[config.mk]
export PLATFORM = sky130hd
export DESIGN_NAME = bfid_ctrl
export DESIGN_NICKNAME = d
export VERILOG_FILES = /design/src/rtl/core/bfid_pkg.sv /design/src/rtl/core/bfid_ctrl.sv
export SDC_FILE = /design/constraint.sdc
export NUM_CORES = 1
export LEC_CHECK = 0
export BUFFER_PORTS_ARGS = -buffer_cell sky130_fd_sc_hd__buf_4
export CAP_MARGIN = 30
export CORE_MARGIN = 2
export CORE_UTILIZATION = 45
export DETAILED_ROUTE_END_ITERATION = 6
export PLACE_DENSITY = 0.69
export SLEW_MARGIN = 20
export SYNTH_ARGS = -nofsm -noshare
export SYNTH_HDL_FRONTEND = slang
export SYNTH_SLANG_ARGS = --single-unit
[constraint.sdc]
create_clock -name clk -period 2.1 [get_ports clk]
set_clock_uncertainty 0.05 [all_clocks]
set_input_delay 0.21 -clock clk [delete_from_list [all_inputs] [get_ports clk]]
set_output_delay 0.21 -clock clk [all_outputs]
set_load 0.1 [all_outputs]
[src/rtl/core/bfid_pkg.sv]
// ----------------------------------------------------------------------------
// bfid_pkg
// Shared types, constants and helpers of the box filter downscaler.
// ----------------------------------------------------------------------------
`default_nettype none

package bfid_pkg;

  localparam int MAX_SIDE  = 4096;
  localparam int SIDE_W    = $clog2(MAX_SIDE) + 1;   // holds MAX_SIDE itself
  localparam int COL_W     = $clog2(MAX_SIDE);       // holds MAX_SIDE-1
  localparam int SUM_W     = 32;
  localparam int DIVD_W    = 32;
  localparam int DIVS_W    = 2 * COL_W + 1;
  localparam int CNT_W     = $clog2(DIVD_W);
  localparam int CFG_IDX_W = 2;
  localparam int CFG_DAT_W = 13;

  localparam logic [CFG_IDX_W-1:0] REG_SRC_W   = 2'd0;
  localparam logic [CFG_IDX_W-1:0] REG_SRC_H   = 2'd1;
  localparam logic [CFG_IDX_W-1:0] REG_MAX_DIM = 2'd2;

  typedef enum logic [3:0] {
    ST_RESTART,
    ST_CLEAR,
    ST_DIV_GO,
    ST_DIV_WAIT,
    ST_IDLE,
    ST_READ,
    ST_ACC,
    ST_EMIT,
    ST_ADVANCE
  } state_t;

  typedef enum logic [3:0] {
    DSEL_DW,
    DSEL_DH,
    DSEL_X0,
    DSEL_X1,
    DSEL_Y0,
    DSEL_Y1,
    DSEL_RED,
    DSEL_GREEN,
    DSEL_BLUE,
    DSEL_ALPHA
  } dsel_t;

  typedef enum logic [3:0] {
    OP_NONE,
    OP_RESTART,
    OP_CLR_STEP,
    OP_DIV_START,
    OP_DIV_STORE,
    OP_ACCEPT,
    OP_READ,
    OP_ACC,
    OP_EMIT,
    OP_ADVANCE
  } op_t;

  typedef struct packed {
    op_t   op;
    dsel_t sel;
  } dp_cmd_t;

  typedef struct packed {
    logic clr_done;
    logic need_scale;
    logic div_done;
    logic emit_hit;
    logic out_free;
  } dp_sts_t;

  function automatic logic [SIDE_W-1:0] clamp_side(input logic [CFG_DAT_W-1:0] v);
    logic [SIDE_W-1:0] r;
    if (v == '0) begin
      r = SIDE_W'(1);
    end else if (SIDE_W'(v) > SIDE_W'(MAX_SIDE)) begin
      r = SIDE_W'(MAX_SIDE);
    end else begin
      r = SIDE_W'(v);
    end
    return r;
  endfunction

endpackage

`default_nettype wire

[src/rtl/core/bfid_ctrl.sv]
// ----------------------------------------------------------------------------
// bfid_ctrl
// Sequencer: frame restart, clear, size/bound/mean divisions, accumulate, emit.
// ----------------------------------------------------------------------------
`default_nettype none

module bfid_ctrl
  import bfid_pkg::*;
(
  input  wire logic    clk,
  input  wire logic    rst_n,
  input  wire logic    cfg_hit,
  input  wire logic    in_valid,
  output logic         in_stall,
  input  wire dp_sts_t sts,
  output dp_cmd_t      cmd
);

  state_t state_r, state_nxt;
  dsel_t  sel_r, sel_nxt;

  always_comb begin
    state_nxt = state_r;
    sel_nxt   = sel_r;
    case (state_r)
      ST_RESTART: state_nxt = ST_CLEAR;
      ST_CLEAR: begin
        if (sts.clr_done) begin
          if (sts.need_scale) begin
            state_nxt = ST_DIV_GO;
            sel_nxt   = DSEL_DW;
          end else begin
            state_nxt = ST_IDLE;
          end
        end
      end
      ST_DIV_GO: state_nxt = ST_DIV_WAIT;
      ST_DIV_WAIT: begin
        if (sts.div_done) begin
          state_nxt = ST_DIV_GO;
          case (sel_r)
            DSEL_DW:    sel_nxt = DSEL_DH;
            DSEL_DH:    state_nxt = ST_IDLE;
            DSEL_X0:    sel_nxt = DSEL_X1;
            DSEL_X1:    sel_nxt = DSEL_Y0;
            DSEL_Y0:    sel_nxt = DSEL_Y1;
            DSEL_Y1:    state_nxt = ST_READ;
            DSEL_RED:   sel_nxt = DSEL_GREEN;
            DSEL_GREEN: sel_nxt = DSEL_BLUE;
            DSEL_BLUE:  sel_nxt = DSEL_ALPHA;
            DSEL_ALPHA: state_nxt = ST_EMIT;
            default:    state_nxt = ST_IDLE;
          endcase
        end
      end
      ST_IDLE: begin
        if (in_valid) begin
          state_nxt = ST_DIV_GO;
          sel_nxt   = DSEL_X0;
        end
      end
      ST_READ: state_nxt = ST_ACC;
      ST_ACC: begin
        if (sts.emit_hit) begin
          state_nxt = ST_DIV_GO;
          sel_nxt   = DSEL_RED;
        end else begin
          state_nxt = ST_ADVANCE;
        end
      end
      ST_EMIT:    if (sts.out_free) state_nxt = ST_ADVANCE;
      ST_ADVANCE: state_nxt = ST_IDLE;
      default:    state_nxt = ST_RESTART;
    endcase
    if (cfg_hit) begin
      state_nxt = ST_RESTART;
    end
  end

  always_comb begin
    cmd.op  = OP_NONE;
    cmd.sel = sel_r;
    case (state_r)
      ST_RESTART:  cmd.op = OP_RESTART;
      ST_CLEAR:    cmd.op = OP_CLR_STEP;
      ST_DIV_GO:   cmd.op = OP_DIV_START;
      ST_DIV_WAIT: cmd.op = sts.div_done ? OP_DIV_STORE : OP_NONE;
      ST_IDLE:     cmd.op = (in_valid && !cfg_hit) ? OP_ACCEPT : OP_NONE;
      ST_READ:     cmd.op = OP_READ;
      ST_ACC:      cmd.op = OP_ACC;
      ST_EMIT:     cmd.op = sts.out_free ? OP_EMIT : OP_NONE;
      ST_ADVANCE:  cmd.op = OP_ADVANCE;
      default:     cmd.op = OP_NONE;
    endcase
  end

  assign in_stall = (state_r != ST_IDLE) || cfg_hit;

  always_ff @(posedge clk) begin
    if (!rst_n) begin
      state_r <= ST_RESTART;
      sel_r   <= DSEL_DW;
    end else begin
      state_r <= state_nxt;
      sel_r   <= sel_nxt;
    end
  end

endmodule

`default_nettype wire

==> flow_metrics.tcl <==
set metrics [dict create \
    status "completed" \
    holdCritPathClass "in -> reg" \
    clk_latency_ns 0.27 \
    ys_async_sr_fraction 0 \
    hpwl_mm 1.46 \
    dr_total_vias 803 \
    syn_area_um2 701 \
    drc 0 \
    wl_per_cell_um 15.8 \
    htreeDepth 1 \
    yosysMostFrequentCell "nand2_1" \
    grt_pass1_wl_mm 3.27 \
    nets 120 \
    worstPathRequired_ns 1.84 \
    yosysWarnings 0 \
    slowest_delay_ns 0.55 \
    synth_top_cell_by_area "dfxtp_1" \
    cts_tree "yes" \
    core_um2 1490 \
    setup_viol 0 \
    drt_iter0_drc 23 \
    rows 14 \
    critPathCaptureType "output port" \
    grt_antenna_before_repair 0 \
    critical_path_buf_inv_count 2 \
    hold_violations 0 \
    grt_usage 0.231 \
    routed_wl_mm 1.98 \
    die_w_um 43.5 \
    slew-limit-headroom 0.707 \
    numCtsBuffers 3 \
    clockBufferDepth 2 \
    synth_top_area_frac 0.229 \
    area_growth_syn_to_layout_pct 25.0 \
    cts-resized-gates 1 \
    power_density_nw_per_um2 463 \
    cp.arrival_ns 1.75 \
    first_pass_iters 4 \
    synth.cells.most_frequent "nand2_1 (9), dfxtp_1 (8), a21oi_1 (5), nand2b_1 (5), nor2_1 (5)" \
    cp_top_family "flip-flops" \
    cts.sinks 8 \
    synth.distinct_cells 45 \
    ys_seq_area_frac 0.229 \
    syn_inst 91 \
    via_per_inst 6.42 \
    crit_chain "inv_1 > nor2_1 > a41o_1 > buf_4" \
    rsz0062_at_grt "no" \
    synth_area_leaders "dfxtp_1 (23%), nand2_1 (4.8%), nand2b_1 (4.5%)" \
    initial_core_util 0.471 \
    slowest_stage "dfxtp_1" \
    ant_nets 0 \
    holdWs_ns 0.105 \
    portBuffers 17 \
    clkTransAtPathRegs_ns 0.07 \
    worstSetupStartpointType "register" \
    vdd_drop_max_uv 296 \
    leakage_nw 0.326 \
    drive_gt1_frac 0.312 \
    cp_max_fo 13 \
    insertedDiodeCount 0 \
    die_area_um2 1890 \
    tns_ns 0 \
    max_slew.worst_pin.slew_ns 0.436 \
    period_share 0.957 \
    cts_setup_buffers 0 \
    synth-seq-cells 8 \
    period_needed_ns 2.01 \
    synth_edf_count 0 \
    io-pin-count 18 \
    grt_pass1_vias 737 \
    clock.fmax_mhz 497 \
    path_class "reg -> out" \
    grt-ovfl-total 0 \
    die_h_um 43.5 \
    ctsHoldBuffers 0 \
    ys.flop_type "dfxtp_1" \
    globalplace.congestion 0.845 \
    syn_avg_cell_area_um2 7.70 \
    grt_max_degree 14 \
    synth_fp_nets 100 \
    final_max_slew_viol_count 0 \
    cts_root_buffer "clkbuf_4" \
    cap_violations 0 \
]
-- power breakdown --
| group | total [mW] | switching (mW) | internal (mW) |
|---|---|---|---|
| clock network | 0.130 | 0.0639 | 0.0660 |
| registers | 0.161 | 0.00643 | 0.155 |
| logic | 0.115 | 0.0745 | 0.0404 |
-- final cells by class --
cell class,instances,area [um2]
fill,133,613
multi-input combinational,72,495
sequential,8,161
timing repair buffer,21,158
clock buffer,3,22.5
tap,16,20.0
inverter,5,18.8
-- logic make-up (layout without fill, tap and decap cells) --
group | Yosys count | count (layout) | share of synthesized area
compound gates | 28 | 28 | 0.304
xor+xnor | 1 | 1 | 0.0125
buf+inv | 11 | 29 | 0.0732
flops | 8 | 8 | 0.229
mux | 3 | 3 | 0.0446
simple gates | 40 | 40 | 0.338
-- through the flow --
| step | worst slack [ns] | instance area (um2) | std cells | power (mW) | util |
|---|---|---|---|---|---|
| 3_5_place_dp | 0.275 | 852 | 122 | 0.278 | 0.572 |
| 5_1_grt | 0.00286 | 876 | 125 | 0.425 | 0.588 |
| 3_3_place_gp | 0.268 | 852 | 122 | 0.277 | 0.572 |
| 2_1_floorplan | 0.0398 | 707 | 91 | 0.247 | - |
| 4_1_cts | 0.118 | 876 | 125 | 0.405 | 0.588 |
| 6_report | 0.0893 | 876 | 125 | 0.406 | 0.588 |
-- final timing paths --
| kind | startpoint | end | slack [ns] | depth (start not counted) |
|---|---|---|---|---|
| min | sts[1] | state_r[3] | 0.10 | 2 |
| max reg2reg | state_r[2] | sel_r[3] | 0.27 | 4 |
| min reg2reg | sel_r[0] | sel_r[0] | 0.50 | 2 |
| max | state_r[2] | cmd[7] | 0.09 | 4 |
-- registers in the layout, summed over array words and instances, names as in the netlist --
register	flops
state_r	4
sel_r	4
-- cells in the final DEF (no fill, tap or decap), drive strengths merged, types with 2 or more instances in the layout --
cell type / instances
o32ai: 2
clkbuf: 3
nor4: 3
nor2: 5
buf: 21
nand3: 4
mux2i: 2
nand3b: 2
nand2: 9
a2111oi: 3
nor3: 2
dfxtp: 8
nor2b: 2
nand2b: 5
o21ai: 5
inv: 5
a21oi: 5
-- routing by layer --
| metal | wire (um) | track usage | share of wire | up-vias |
|---|---|---|---|---|
| li1 | - | - | - | 385 |
| met1 | 844 | 0.290 | 0.43 | 368 |
| met2 | 943 | 0.370 | 0.48 | 40 |
| met3 | 146 | 0.0500 | 0.074 | 10 |
| met4 | 42 | 0.121 | 0.021 | 0 |
| met5 | 0 | 0 | 0 | - |
(Power assumes the default switching activity.)
